### src/swfp_pkg.sv
`timescale 1ns / 1ps

package swfp_pkg;

  localparam logic [12:0] MAX_FIELD_BYTES = 13'd4096;
  localparam int unsigned MAX_RESULTS = 4;

  localparam logic [2:0] REG_TERM_SET_0 = 3'd0;
  localparam logic [2:0] REG_TERM_SET_1 = 3'd1;
  localparam logic [2:0] REG_TERM_SET_2 = 3'd2;
  localparam logic [2:0] REG_TERM_SET_3 = 3'd3;
  localparam logic [2:0] REG_MAX_FIELD_LEN = 3'd4;

  localparam logic [63:0] TERM_SET_0_RESET = 64'd38654705664;
  localparam logic [12:0] MAX_FIELD_LEN_RESET = 13'd4096;

  localparam logic [7:0] CH_DQUOTE = 8'h22;
  localparam logic [7:0] CH_SQUOTE = 8'h27;
  localparam logic [7:0] CH_BSLASH = 8'h5c;
  localparam logic [7:0] CH_SPACE = 8'h20;
  localparam logic [7:0] CH_DOLLAR = 8'h24;
  localparam logic [7:0] CH_BQUOTE = 8'h60;

  typedef enum logic [1:0] {
    KIND_BYTE = 2'd0,
    KIND_END = 2'd1,
    KIND_EMPTY = 2'd2
  } kind_t;

  typedef enum logic [2:0] {
    M_LEAD = 3'd0,
    M_WORD = 3'd1,
    M_DQ = 3'd2,
    M_DQ_BS = 3'd3,
    M_SQ = 3'd4,
    M_ESC = 3'd5,
    M_TRAIL = 3'd6
  } mode_t;

  typedef struct packed {
    kind_t kind;
    logic [7:0] out_byte;
    logic [12:0] field_length;
    logic [7:0] terminator;
    logic last;
  } res_t;

  typedef struct packed {
    res_t [MAX_RESULTS-1:0] res;
    logic [2:0] cnt;
  } bundle_t;

  typedef struct packed {
    logic [255:0] term_set;
    logic [12:0] cap;
  } cfg_t;

endpackage

### src/swfp_cfg_regs.sv
`timescale 1ns / 1ps

module swfp_cfg_regs (
  input logic clk,
  input logic rst,
  input logic cfg_we,
  input logic [2:0] cfg_index,
  input logic [63:0] cfg_data,
  output swfp_pkg::cfg_t cfg
);
  import swfp_pkg::*;

  logic [63:0] term_set_0;
  logic [63:0] term_set_1;
  logic [63:0] term_set_2;
  logic [63:0] term_set_3;
  logic [12:0] max_field_len;

  always_ff @(posedge clk) begin
    if (rst) begin
      term_set_0 <= TERM_SET_0_RESET;
      term_set_1 <= '0;
      term_set_2 <= '0;
      term_set_3 <= '0;
      max_field_len <= MAX_FIELD_LEN_RESET;
    end else if (cfg_we) begin
      case (cfg_index)
        REG_TERM_SET_0: term_set_0 <= cfg_data;
        REG_TERM_SET_1: term_set_1 <= cfg_data;
        REG_TERM_SET_2: term_set_2 <= cfg_data;
        REG_TERM_SET_3: term_set_3 <= cfg_data;
        REG_MAX_FIELD_LEN: max_field_len <= cfg_data[12:0];
        default: ;
      endcase
    end
  end

  assign cfg.term_set = {term_set_3, term_set_2, term_set_1, term_set_0};
  assign cfg.cap = (max_field_len > MAX_FIELD_BYTES) ? MAX_FIELD_BYTES : max_field_len;

endmodule

### config.mk
export PLATFORM = sky130hd
export DESIGN_NAME = swfp_cfg_regs
export DESIGN_NICKNAME = d
export VERILOG_FILES = /design/src/swfp_pkg.sv /design/src/swfp_cfg_regs.sv
export SDC_FILE = /design/constraint.sdc
export NUM_CORES = 1
export LEC_CHECK = 0
export BUFFER_PORTS_ARGS = -buffer_cell sky130_fd_sc_hd__buf_2
export CAP_MARGIN = 15
export CORE_MARGIN = 8
export CORE_UTILIZATION = 35
export CTS_CLUSTER_DIAMETER = 150
export DETAILED_ROUTE_END_ITERATION = 12
export HOLD_SLACK_MARGIN = 0.02
export PLACE_DENSITY = 0.57
export SYNTH_ARGS = -nofsm -noshare
export SYNTH_HDL_FRONTEND = slang
export SYNTH_SLANG_ARGS = --single-unit
### constraint.sdc
create_clock -name clk -period 2.17 [get_ports clk]
set_input_delay 0.217 -clock clk [delete_from_list [all_inputs] [get_ports clk]]
set_output_delay 0.217 -clock clk [all_outputs]
set_load 0.02 [all_outputs]
==> results.txt <==
* Syn_nets: 1032
* Routed via count divided by cell count: about 4.5
- The layout has 2945 filler cells.
* Combined area of the multi-input logic cells: ~5000 sq um
- The worst setup path is captured at a primary output.
* Count of buffers from port buffering: about 340
* Worst max-slew margin expressed relative to the limit: 0.5908
* Ys async rst share: 0
- The Yosys step of the flow raised 0 warnings.
- FF+latch area: 5385 sq um
- Data on the critical path is required at its endpoint by 1.95 ns.
* Number of nets in the finished design: ~1400
- Dividing total power by cell area gives a power density of a little under 800 nW/um^2.
- Maximum buffer depth of the clock tree: 3
* Vias in the first global route: around 8300
- Mean routed wirelength per cell: ~19 um
- R2r startpoint: max_field_len[12]
- Entering global routing, the biggest net connects ~70 pins.
- Share of post-route cells with drive strength above 1: 0.3088
- Average footprint of a synthesized cell: 11.12 sq um
- In this run, the number of DRC markers left after iteration 0 of detailed routing was roughly 250.
- Counting flops with a built-in enable in the synthesized netlist gives 0.
* Clock slew seen by the registers of the worst setup and hold paths: 0.06 ns
- Static leakage: ~7.3 nW
* Ranking of synthesized cells by instance count: nand2b_1, dfxtp_1, mux2i_1
- Hold wc startpoint: cfg_data[50]
* Initial core utilization: 0.3524
- TritonCTS built the clock tree.
- The setup check on the worst reg-to-reg path leaves a slack of 1.16 ns.
- Adding up every negative setup slack in the final design gives 0 ns.
- In the finished design, the share of the clock period the worst path needs comes to 0.8541.
* Maximum vdd ir drop: between 500 and 600 uV
* Cell area after synthesis: roughly 11000 sq um
- Reg2reg path depth: 2
* Maximum Capacitance Violations: 0
* Root Buffer Master: clkbuf_16
* Crit start category: register
- The floorplan step defined a core boundary enclosing roughly 30000 sq um.
- Measured slew at the worst slew-check pin: between 0.6 and 0.7 ns
- Wires add up to 32080 um.
- The number of pins exceeding their max-slew limit in the final report was 0.
- The later pin in the worst-skew pair is clocked with a latency of 0.54 ns.
* Synth area leader: dfxtp_1
* Dominant register cell in the synthesized netlist: dfxtp_1
- The worst hold path belongs to the class input pin to register.
* Minimum hold slack: around 0.032 ns
* X dimension of the die: ~190 um
- After synthesis, the cell types taking the most area are dfxtp_1, mux2i_1, nand2b_1.
- In the synthesized netlist, the number of instances is a little under 1000.
* Worst stage delay on the critical path: around 0.7 ns
* Antenna violations before repair: 2
* Hold depth: 3
* Hold-fix buffer count after cts: 27
- In the global route stage, overall resource usage came out at 0.1701.
* Setup bufs post-CTS: 0
* Outcome: complete, no violations
* Num CTS Buffers: 30
* Count of pins on the block boundary: roughly 340
- The hold violation count in the final report was 0.
- Number of levels the H-tree was split into: 1
- Once the clock tree was built, the resizer swapped 0 gates to a different size.
- Number of storage elements in the synthesis netlist: ~270
* Critical path data arrival time: between 1.5 and 2 ns
- Critical-path cell list: nor2b_1, buf_2
* Layout Area Growth over Synthesis: 31.60%
* Worst-case clock skew: 0 ns
- The path with the worst hold slack has its endpoint at term_set_3[50].
- Counting every sink on the clock net gives about 270.
- Wire length of the first global-routing pass: approximately 50000 um
- The worst register-to-register path ends at max_field_len[12].
- Worst-path fanout max: 14
- The critical path is of the register to primary output type.
- Of the synthesized area, sequential elements account for 0.5035.
- Measured along the y axis, the die boundary spans between 150 and 200 um.
* Proportion of netlist area held by the largest area contributor: 0.5035
- In this run the remaining antenna-violating nets after routing total 0.
* HPWL Detailed: between 20000 and 25000 um
* Die Area: ~36000 sq um
- The congestion estimate from routability-driven global placement came to 0.7367.
* RSZ-0062 raised after global routing: false
* DRC violation count after routing: 0
- The pre-antenna-repair detailed-routing pass consisted of 4 iterations.
- Static timing analysis puts the maximum clock frequency at about 540 MHz.
- Total of endpoints with negative setup slack in the final report: 0
- The slowest stage of the critical path belongs to the cell dfxtp_1.
* Detailed-route via count: 7821
- Std-Cell Rows: between 60 and 70
- Subtracting the final worst setup slack from the clock period gives 1.853 ns.
- For this run the aggregate overflow at the end of global routing stands at 0.
- Dominant cell by count in the synthesized netlist: nand2b_1
- The synthesized netlist contains 15 unique library cells.
critical path, delay by kind of cell, from the launching register on:
| family | cells | cell delay [ns] |
|---|---|---|
| buffers and inverters | 1 | 0.21 |
| DFF | 1 | 0.70 |
| and+or+nand+nor | 1 | 0.19 |
cell usage in the layout (no fill, tap or decap), drive strengths merged, types with 2 or more instances in the layout:
cell / n
dlygate4sd3: 27
nor2b: 12
buf: 358
mux2i: 269
dfxtp: 269
nor2: 6
nand4bb: 3
nand2b: 330
diode: 2
clkinv: 9
clkbuf: 42
bufinv: 2
how the worst max path moves through the flow:
stage | from | to
floorplan | cfg_index[1] | term_set_0[21]
global placement | cfg_index[2] | term_set_2[7]
detailed placement | cfg_index[2] | term_set_2[6]
CTS | max_field_len[12] | cfg[9]
global route | max_field_len[12] | cfg[9]
finish | max_field_len[12] | cfg[9]
sequential cells by signal, summed over array words and instances, names as in the netlist:
register and flops:
term_set_0 64, term_set_1 64, term_set_2 64, term_set_3 64, max_field_len 13
power by group:
group	switching (mW)	internal [mW]	total, mW
combinational	0.498	0.388	0.886
clock	2.02	3.03	5.05
sequential	0.0607	5.05	5.11
total	2.58	8.47	11.0
kinds of logic after synthesis:
group / synth area share
AND/OR/NAND/NOR: 0.2096
multiplexers: 0.2518
flip-flops: 0.5035
buffers and inverters: 0.03510
metal layers:
metal / global-route usage / part of all wire / wire length [um]
met3: 0.05486 / 0.082 / 2629
met2: 0.2706 / 0.44 / 14160
met1: 0.2181 / 0.45 / 14580
met4: 0.04684 / 0.022 / 707
met5: 0 / 0 / 0
metrics by stage:
step / area [sq um] / utilization / instances / power, mW / worst slack, ns
after floorplan: 10700 / - / 962 / 5.744 / 0.8960
after global placement: 12810 / 0.4222 / 1647 / 6.073 / 0.4605
after detailed placement: 12810 / 0.4222 / 1647 / 6.078 / 0.4267
after CTS: 14070 / 0.4636 / 1727 / 11.20 / 0.2908
after global routing: 14070 / 0.4638 / 1729 / 11.48 / 0.2301
final: 14070 / 0.4638 / 1729 / 11.05 / 0.3167
layout make-up:
cell class                 count  area share
sequential                   269      0.3826
multi-input combinational    624      0.3533
timing repair buffer         385      0.1585
clock buffer                  42     0.06232
tap                          396     0.03520
clock inverter                11    0.007734
antenna                        2   0.0003556
Note: power is estimated with default switching activity, not from simulation.
