===== src/swfp_pkg.sv =====
`timescale 1ns / 1ps

package swfp_pkg;

  localparam logic [12:0] MAX_FIELD_BYTES = 13'd4096;
  localparam int unsigned MAX_RESULTS = 4;

  localparam logic [2:0] REG_TERM_SET_0 = 3'd0;
  localparam logic [2:0] REG_TERM_SET_1 = 3'd1;
  localparam logic [2:0] REG_TERM_SET_2 = 3'd2;
  localparam logic [2:0] REG_TERM_SET_3 = 3'd3;
  localparam logic [2:0] REG_MAX_FIELD_LEN = 3'd4;

  localparam logic [63:0] TERM_SET_0_RESET = 64'd38654705664;
  localparam logic [12:0] MAX_FIELD_LEN_RESET = 13'd4096;

  localparam logic [7:0] CH_DQUOTE = 8'h22;
  localparam logic [7:0] CH_SQUOTE = 8'h27;
  localparam logic [7:0] CH_BSLASH = 8'h5c;
  localparam logic [7:0] CH_SPACE = 8'h20;
  localparam logic [7:0] CH_DOLLAR = 8'h24;
  localparam logic [7:0] CH_BQUOTE = 8'h60;

  typedef enum logic [1:0] {
    KIND_BYTE = 2'd0,
    KIND_END = 2'd1,
    KIND_EMPTY = 2'd2
  } kind_t;

  typedef enum logic [2:0] {
    M_LEAD = 3'd0,
    M_WORD = 3'd1,
    M_DQ = 3'd2,
    M_DQ_BS = 3'd3,
    M_SQ = 3'd4,
    M_ESC = 3'd5,
    M_TRAIL = 3'd6
  } mode_t;

  typedef struct packed {
    kind_t kind;
    logic [7:0] out_byte;
    logic [12:0] field_length;
    logic [7:0] terminator;
    logic last;
  } res_t;

  typedef struct packed {
    res_t [MAX_RESULTS-1:0] res;
    logic [2:0] cnt;
  } bundle_t;

  typedef struct packed {
    logic [255:0] term_set;
    logic [12:0] cap;
  } cfg_t;

endpackage


===== src/swfp_out_buf.sv =====
`timescale 1ns / 1ps

module swfp_out_buf (
  input logic clk,
  input logic rst,
  input logic bundle_valid,
  input swfp_pkg::bundle_t bundle,
  output logic load_ready,
  output logic m_axis_tvalid,
  input logic m_axis_tready,
  output logic [31:0] m_axis_tdata,
  output logic [1:0] m_axis_tuser,
  output logic m_axis_tlast
);
  import swfp_pkg::*;

  logic busy;
  logic [1:0] idx;
  bundle_t held;
  res_t cur;
  logic last_beat;

  assign cur = held.res[idx];
  assign last_beat = ({1'b0, idx} == (held.cnt - 3'd1));
  assign load_ready = !busy || (m_axis_tready && last_beat);

  always_ff @(posedge clk) begin
    if (rst) begin
      busy <= 1'b0;
      idx <= '0;
    end else if (bundle_valid && load_ready) begin
      busy <= 1'b1;
      idx <= '0;
    end else if (busy && m_axis_tready) begin
      if (last_beat) busy <= 1'b0;
      else idx <= idx + 2'd1;
    end
  end

  always_ff @(posedge clk) begin
    if (bundle_valid && load_ready) held <= bundle;
  end

  assign m_axis_tvalid = busy;
  assign m_axis_tdata = {3'b000, cur.terminator, cur.field_length, cur.out_byte};
  assign m_axis_tuser = cur.kind;
  assign m_axis_tlast = cur.last;

  assert property (@(posedge clk) disable iff (rst)
    busy |-> ({1'b0, idx} < held.cnt))
    else $error("result index beyond held count");

  assert property (@(posedge clk) disable iff (rst)
    busy && !m_axis_tready |=> busy && $stable(idx))
    else $error("result index moved while stalled");

  assert property (@(posedge clk) disable iff (rst)
    busy |-> (m_axis_tlast == last_beat))
    else $error("last flag disagrees with result count");

endmodule


===== config.mk =====
export PLATFORM = sky130hd
export DESIGN_NAME = swfp_out_buf
export DESIGN_NICKNAME = d
export VERILOG_FILES = /design/src/swfp_pkg.sv /design/src/swfp_out_buf.sv
export SDC_FILE = /design/constraint.sdc
export NUM_CORES = 1
export LEC_CHECK = 0
export BUFFER_PORTS_ARGS = -buffer_cell sky130_fd_sc_hd__buf_2
export CAP_MARGIN = 20
export CORE_MARGIN = 8
export CORE_UTILIZATION = 38
export CTS_CLUSTER_DIAMETER = 200
export DETAILED_ROUTE_END_ITERATION = 16
export PLACE_DENSITY = 0.7
export SYNTH_ARGS = -nofsm -noshare
export SYNTH_HDL_FRONTEND = slang
export SYNTH_SLANG_ARGS = --single-unit

===== constraint.sdc =====
create_clock -name clk -period 3.5 [get_ports clk]
set_input_delay 0.175 -clock clk [delete_from_list [all_inputs] [get_ports clk]]
set_output_delay 0.175 -clock clk [all_outputs]
set_load 0.1 [all_outputs]

==> results of run 1 <==
cells by family after synthesis:
| group | count (synthesis) | share of synthesized area, % |
|---|---|---|
| AO/OA/AOI/OAI | 4 | 0.986 |
| AND/OR/NAND/NOR | 4 | 0.506 |
| XOR/XNOR | 5 | 1.19 |
| buffers and inverters | 15 | 1.72 |
| other | 1 | 0.0758 |
| adder cells (fa/ha/maj) | 1 | 0.253 |
| multiplexers | 32 | 14.6 |
| flip-flops | 134 | 80.7 |
synth_stat cells (all sizes together):
| cell | count |
|---|---|
| edfxtp | 131 |
| mux4 | 32 |
| buf | 9 |
| inv | 4 |
| dfxtp | 3 |
| xor2 | 3 |
| and2 | 2 |
| clkbuf | 2 |
| nor3 | 2 |
| xnor2 | 2 |
| a21oi | 1 |
| conb | 1 |
| ha | 1 |
| o311ai | 1 |
| o31ai | 1 |
| o41ai | 1 |
through the flow:
stage          hold slack, ns  setup slack [ns]  TNS [ns]  utilization, %  area, um^2
3_5_place_dp            0.353             0.911         0            47.3        6000
3_3_place_gp            0.351             0.987         0            47.3        6000
2_1_floorplan           0.244            -0.197    -25.98               -        4960
==> flow_metrics.py, run 1 <==
metrics = {
    "outcome": {
        "status": "stopped before the end",
        "haltStage": "4_1_cts",
        "error_line": "[ERROR RSZ-0060] Max buffer count reached.",
    },
    "clock_network": {
        "cts.repair.resized": 0,
        "htreeDepth": 4,
        "clock-root-buffer": "clkbuf_16",
        "numCtsBuffers": 17,
        "cts_setup_buffers": 0,
        "hold_buffers": 113,
        "clock-sinks": 134,
        "cts_buffer_depth": 2,
    },
    "placed_design": {
        "numPlacedInstances": 531,
        "portBuffers": 168,
        "hpwl_mm": 7.25,
        "finalWeightedCongestion": 0.723,
    },
    "die": {
        "start_util_pct": 39.1,
        "io_pins": 172,
        "core.rowCount": 41,
        "die_height_um": 130,
        "die_x_um": 130,
    },
    "synthesis": {
        "synth-seq-area-share_pct": 80.7,
        "ys_warn_count": 0,
        "synth_seq_cells": 134,
        "synth_top_area_share_pct": 79.5,
        "syn_area_per_cell_um2": 25.2,
        "yosys.area.top_type": "edfxtp_1",
        "syn_inst": 196,
        "ys_types": 18,
        "synthTopCellsByArea": "edfxtp_1, mux4_2, dfxtp_1",
        "synth_area_um2": 4950,
    },
}
==> inputs of run 2 (changes only) <==
- CORE_UTILIZATION: 38 -> 23
- CTS_CLUSTER_DIAMETER: 200 -> not set
- PLACE_DENSITY: 0.7 -> not set
- PLACE_DENSITY_LB_ADDON: not set -> 0.15
==> run 2 against run 1 <==
The flow now finishes without violations. Synthesized cell count is the same. Synthesized area unchanged.
==> flow_metrics.py, run 2 <==
metrics = {
    "hold_path": {
        "min_to": "idx[0]",
        "hold_path.class": "in -> reg",
        "min_path_cells": 5,
        "worstHoldStart": "m_axis_tready",
    },
    "final_layout": {
        "final_cell_area_um2": 8020,
        "drive_above_1_share_pct": 45.8,
        "regMostFlops": "held",
        "final_common_cell": "buf_2",
        "largest_reg_flops": 131,
        "nNetsFinal": 647,
        "mostFrequentLayoutCells": "buf_2, dlygate4sd3_1, edfxtp_1, mux4_2, clkbuf_16",
        "syn_to_final_growth_pct": 62.0,
    },
    "route": {
        "wl_per_cell_um": 15.9,
        "first_pass_iters": 4,
        "vias_per_cell": 3.82,
        "antenna_left": 0,
        "wl_mm": 12.7,
        "drtIter0Drc": 125,
        "drcViolationCount": 0,
        "vias": 3057,
    },
    "synthesis": {
        "synth_seq_cells": 134,
        "yosys.area.top_type": "edfxtp_1",
        "synthFlopType": "edfxtp_1",
        "syn_area_per_cell_um2": 25.2,
        "ys_types": 18,
        "synth_xor_area_share_pct": 1.19,
        "synth.area.mux_share_pct": 14.6,
        "synth_common_cells": "edfxtp_1, mux4_2, buf_4, inv_1",
        "synth-seq-area-share_pct": 80.7,
        "ys_warn_count": 0,
        "synth_edf_count": 131,
        "synth_area_um2": 4950,
        "synth_top_family_by_area": "multiplexers",
        "synthTopCellsByArea": "edfxtp_1, mux4_2, dfxtp_1",
        "synth_most_common_cell": "edfxtp_1",
        "yosys.area_share.adder_pct": 0.253,
        "syn_inst": 196,
        "synth_compound_area_share_pct": 0.986,
        "synth_top_area_share_pct": 79.5,
        "synth_simple_gate_area_share_pct": 0.506,
        "async_flop_share_pct": 0,
    },
    "global_routing": {
        "grt_pass1_vias": 3660,
        "grtUsageTotal_pct": 9.99,
        "grt_first_pass_wirelength_mm": 20.0,
        "grt_start_max_net_pins": 88,
        "antenna_found_initial": 2,
        "grt.overflow.total": 0,
    },
    "critical_path": {
        "arrival_ns": 2.31,
        "cp_max_fo": 34,
        "crit_path_cell_trace": "buf_4 > mux4_2 > buf_2",
        "required_ns": 3.32,
        "rr_endpoint": "held[13]",
        "rr_worst_depth": 6,
        "startpoint_type": "flop",
        "critPathCaptureType": "primary output",
        "crit_type": "reg -> out",
        "startpoint": "idx[0]",
        "slowest_stage": "mux4_2",
        "cp_top_family": "buffers and inverters",
        "worst-path-buf-inv": 2,
        "reg2reg_slack_ns": 1.13,
        "cpPeakStageDelay_ns": 0.61,
        "timing.rr.start": "held[0]",
    },
    "sta": {
        "fin_worst_skew_ns": 0.00986,
        "min_period_ns": 2.48,
        "setup_viol": 0,
        "fin_crit_sh_pct": 71.0,
        "fmax_mhz": 403,
        "slew_headroom_pct": 50.8,
        "finalMaxSlewViolations": 0,
        "rsz0062_at_grt": "false",
        "tightest_slew_ns": 0.738,
        "whs_ns": 0.327,
        "finalHoldViolations": 0,
    },
    "clock_network": {
        "cts_buffer_depth": 2,
        "htreeDepth": 4,
        "cts.repair.resized": 0,
        "tritoncts": "built",
        "clock_latency_ns": 0.41,
        "clock-sinks": 134,
        "numCtsBuffers": 17,
        "clock-root-buffer": "clkbuf_16",
        "path_clk_slew_ns": 0.06,
    },
    "die": {
        "core.rowCount": 53,
        "start_util_pct": 23.5,
        "die_height_um": 163,
        "die_x_um": 163,
        "core_area_um2": 21100,
        "io_pins": 172,
        "die_area_um2": 26500,
    },
    "power_and_ir_drop": {
        "irDropWorstVdd_mv": 0.287,
        "leakage_uw": 0.00304,
        "powerDensity_nw_per_um2": 524,
    },
    "placed_design": {
        "finalWeightedCongestion": 0.716,
        "hpwl_mm": 8.15,
        "place_area_um2": 6130,
        "portBuffers": 168,
    },
    "job": {
        "maxCapViolCount": 0,
    },
    "outcome": {
        "status": "finished clean",
    },
}
## run 2: cell type report
class                      instances  area [um^2]
clock inverter                    14          125
antenna                            1         2.50
timing repair buffer             305         2230
sequential                       134         4000
inverter                           4         15.0
fill                            1928        13100
clock buffer                      18          429
tap                              275          344
multi-input combinational         49          877
## run 2: cells by family after synthesis
| kind of cell | count (synthesis) |
|---|---|
| AOI/OAI and AO/OA | 4 |
| xor gates and xnor gates | 5 |
| adders and majority gates | 1 |
| buffers and inverters | 15 |
| DFF | 134 |
| muxes | 32 |
| other | 1 |
| and+or+nand+nor | 4 |
## run 2: per-layer routing
| metal | track usage, % | share of wire [%] |
|---|---|---|
| met1 | 11.3 | 41 |
| met3 | 4.52 | 7.4 |
| met5 | 0 | 0.079 |
| met4 | 3.67 | 1.4 |
| met2 | 16.3 | 50 |
## run 2: how the worst max path moves through the flow
stage | cells after the start | endpoint | slack, ns
4_1_cts | 3 | m_axis_tdata[19] | 0.93
3_5_place_dp | 6 | held[44] | 1.15
5_1_grt | 3 | m_axis_tdata[17] | 0.84
6_report | 3 | m_axis_tdata[19] | 1.02
3_3_place_gp | 6 | held[12] | 1.19
2_1_floorplan | 5 | held[0] | -0.20
## run 2: through the flow
stage / setup WS [ns] / setup TNS [ns] / power (uW) / instances / utilization, %
global route: 0.835 / 0 / 4370 / 800 / 38.0
detailed placement: 1.15 / 0 / 2460 / 634 / 29.1
floorplan: -0.197 / -25.98 / 2300 / 198 / -
CTS: 0.926 / 0 / 4280 / 799 / 38.0
global placement: 1.19 / 0 / 2450 / 634 / 29.1
finish: 1.02 / 0 / 4200 / 800 / 38.0
## run 2: worst register-to-register path: stages, from the launching register on
cell,delay [ns]
edfxtp_1,0.38
inv_1,0.06
ha_1,0.32
xnor2_2,0.18
o41ai_4,0.39
and2_4,0.24
buf_12,0.36
## run 2: repair_timing
item / 4_1_cts / 5_1_grt
hold endpoints to repair: 134 / 0
setup buffers: 0 / 0
endpoints found under the setup margin: 0 / 0
hold buffers: 133 / 0
## run 2: where the power goes
part / switching, uW / leakage [uW] / internal, uW / total [uW]
Clock: 690 / 0.000269 / 983 / 1670
Combinational: 397 / 0.00149 / 232 / 629
Sequential: 22.1 / 0.00128 / 1880 / 1900
Power figures use the tool's default switching activity.
==> inputs of run 3 (changes only) <==
- ABC_AREA: not set -> 1
- clock period: 3.5 -> 2.45 ns (I/O delays scaled with it)
==> run 3 against run 2 <==
Critical path depth is 1 higher. Wire length is 17% higher. Via count is 28% higher.
==> flow_metrics.py, run 3 <==
metrics = {
    "global_routing": {
        "grt_start_max_net_pins": 75,
        "grt_first_pass_wirelength_mm": 23.2,
        "grt_pass1_vias": 4369,
        "grt.overflow.total": 0,
        "antenna_found_initial": 0,
        "grtUsageTotal_pct": 11.1,
    },
    "final_layout": {
        "antenna_cells": 0,
        "final_common_cell": "buf_2",
        "final_cells": 952,
        "fill_cells": 2044,
        "drive_above_1_share_pct": 33.2,
        "largest_reg_flops": 131,
        "nNetsFinal": 795,
        "regMostFlops": "held",
        "syn_to_final_growth_pct": 70.8,
        "mostFrequentLayoutCells": "buf_2, dlygate4sd3_1, edfxtp_1, nor2_1, o21ai_0",
    },
    "synthesis": {
        "synth_edf_count": 131,
        "synth_xor_area_share_pct": 0.491,
        "yosys.area_share.adder_pct": 0.245,
        "ys_warn_count": 0,
        "synth_top_area_share_pct": 77.1,
        "synth_simple_gate_area_share_pct": 6.99,
        "async_flop_share_pct": 0,
        "synth_seq_cells": 134,
        "syn_inst": 354,
        "synth_common_cells": "edfxtp_1, nor2_1, o21ai_0, o22ai_1, o21ai_1",
        "synth.area.mux_share_pct": 0,
        "synth_top_family_by_area": "compound AO/OA/AOI/OAI gates",
        "synth_most_common_cell": "edfxtp_1",
        "ys_types": 24,
        "synthFlopType": "edfxtp_1",
        "synth_compound_area_share_pct": 10.3,
        "synth_area_um2": 5100,
        "synth-seq-area-share_pct": 78.3,
        "yosys.area.top_type": "edfxtp_1",
        "synthTopCellsByArea": "edfxtp_1, nor2_1, o21ai_0",
        "syn_area_per_cell_um2": 14.4,
    },
    "clock_network": {
        "clock-root-buffer": "clkbuf_16",
        "cts_buffer_depth": 2,
        "cts.repair.resized": 0,
        "numCtsBuffers": 17,
        "hold_buffers": 133,
        "tritoncts": "built",
        "clock-sinks": 134,
        "path_clk_slew_ns": 0.06,
        "cts_setup_buffers": 0,
        "clock_latency_ns": 0.42,
        "htreeDepth": 4,
    },
    "die": {
        "die_x_um": 165,
        "die_height_um": 165,
        "core.rowCount": 54,
        "start_util_pct": 23.4,
        "io_pins": 172,
        "die_area_um2": 27200,
        "core_area_um2": 21800,
    },
    "placed_design": {
        "hpwl_mm": 9.59,
        "finalWeightedCongestion": 0.715,
        "portBuffers": 168,
        "numPlacedInstances": 787,
        "post-place-ws_ns": 0.408,
    },
    "sta": {
        "fin_worst_skew_ns": 0.00749,
        "finalWorstSetupSlack_ns": 0.273,
        "finalHoldViolations": 0,
        "finalMaxSlewViolations": 0,
        "fmax_mhz": 459,
        "min_period_ns": 2.18,
        "setup_viol": 0,
        "whs_ns": 0.0334,
        "rsz0062_at_grt": "false",
        "fin_crit_sh_pct": 88.9,
    },
    "route": {
        "wl_per_cell_um": 15.7,
        "wl_mm": 14.9,
        "drtIter0Drc": 303,
        "vias_per_cell": 4.10,
        "antenna_left": 0,
        "first_pass_iters": 4,
        "vias": 3902,
        "drcViolationCount": 0,
    },
    "power_and_ir_drop": {
        "leakage_uw": 0.00340,
        "powerDensity_nw_per_um2": 736,
        "power_uw": 6420,
        "irDropWorstVdd_mv": 0.432,
    },
    "critical_path": {
        "critPathCaptureType": "primary output",
        "cpPeakStageDelay_ns": 0.50,
        "startpoint_type": "flop",
        "crit_path_cell_trace": "buf_4 > o21ai_0 > o22ai_1 > buf_12",
        "crit_type": "reg -> out",
        "required_ns": 2.33,
        "cp_max_fo": 24,
        "slowest_stage": "dfxtp_2",
        "arrival_ns": 2.05,
    },
    "hold_path": {
        "hold_path.class": "in -> reg",
    },
    "outcome": {
        "status": "finished clean",
    },
    "job": {
        "maxCapViolCount": 0,
    },
}
## run 3: cell types whose count changed after synthesis, moves of 4 or more
cell and change:
buf_2 +5, clkbuf_1 +7, inv_1 +4, mux4_2 -32, nand2_1 +9, nand2_2 +6, nor2_1 +64, o21ai_0 +44
o21ai_1 +20, o22ai_1 +32
## run 3: path summary, 6_finish.rpt
check,from,to,slack [ns],cells after the start
max reg2reg,held[0],held[106],0.41,10
max,idx[1],m_axis_tlast,0.27,4
min,bundle_valid,idx[0],0.03,4
min reg2reg,m_axis_tvalid,idx[0],0.66,4
## run 3: worst max-delay path, delay by kind of cell, from the launching register on
| family | cells | cell delay [ns] |
|---|---|---|
| buf+inv | 2 | 0.60 |
| flops | 1 | 0.50 |
| compound gates | 2 | 0.53 |
## run 3: logic make-up (layout without fill, tap and decap cells)
kind of cell	Yosys count	in the layout
DFF	134	134
AOI/OAI and AO/OA	97	97
and+or+nand+nor	85	85
buffers and inverters	34	350
xor gates and xnor gates	2	2
adders and majority gates	1	1
other	1	3
## run 3: layout make-up
type	instances	area [um^2]	share of cell area [%]
inverter	10	46.3	0.531
sequential	134	4000	45.9
multi-input combinational	188	971	11.1
clock buffer	19	433	4.97
clock inverter	13	156	1.80
timing repair buffer	308	2760	31.7
tap	280	350	4.02
## run 3: where the power goes
group / internal, uW / switching [uW] / leakage, uW
Clock: 1590 / 957 / 0.000278
Sequential: 2680 / 34.7 / 0.00128
Combinational: 465 / 681 / 0.00185
Total: 4740 / 1670 / 0.00340
## run 3: per-stage QoR
stage	TNS (ns)	cell area (um^2)	utilization [%]
floorplan	-142.59	5150	-
global placement	0	6790	31.1
detailed placement	0	6790	31.1
CTS	0	8710	39.9
global route	0	8710	39.9
finish	0	8710	39.9
## run 3: layer usage
layer	vias up	global-route usage, %	share of wire [%]
li1	1916	-	-
met1	1834	13.7	45
met2	142	18.0	47
met3	10	3.89	7.5
met4	0	3.36	1.0
met5	-	0	0
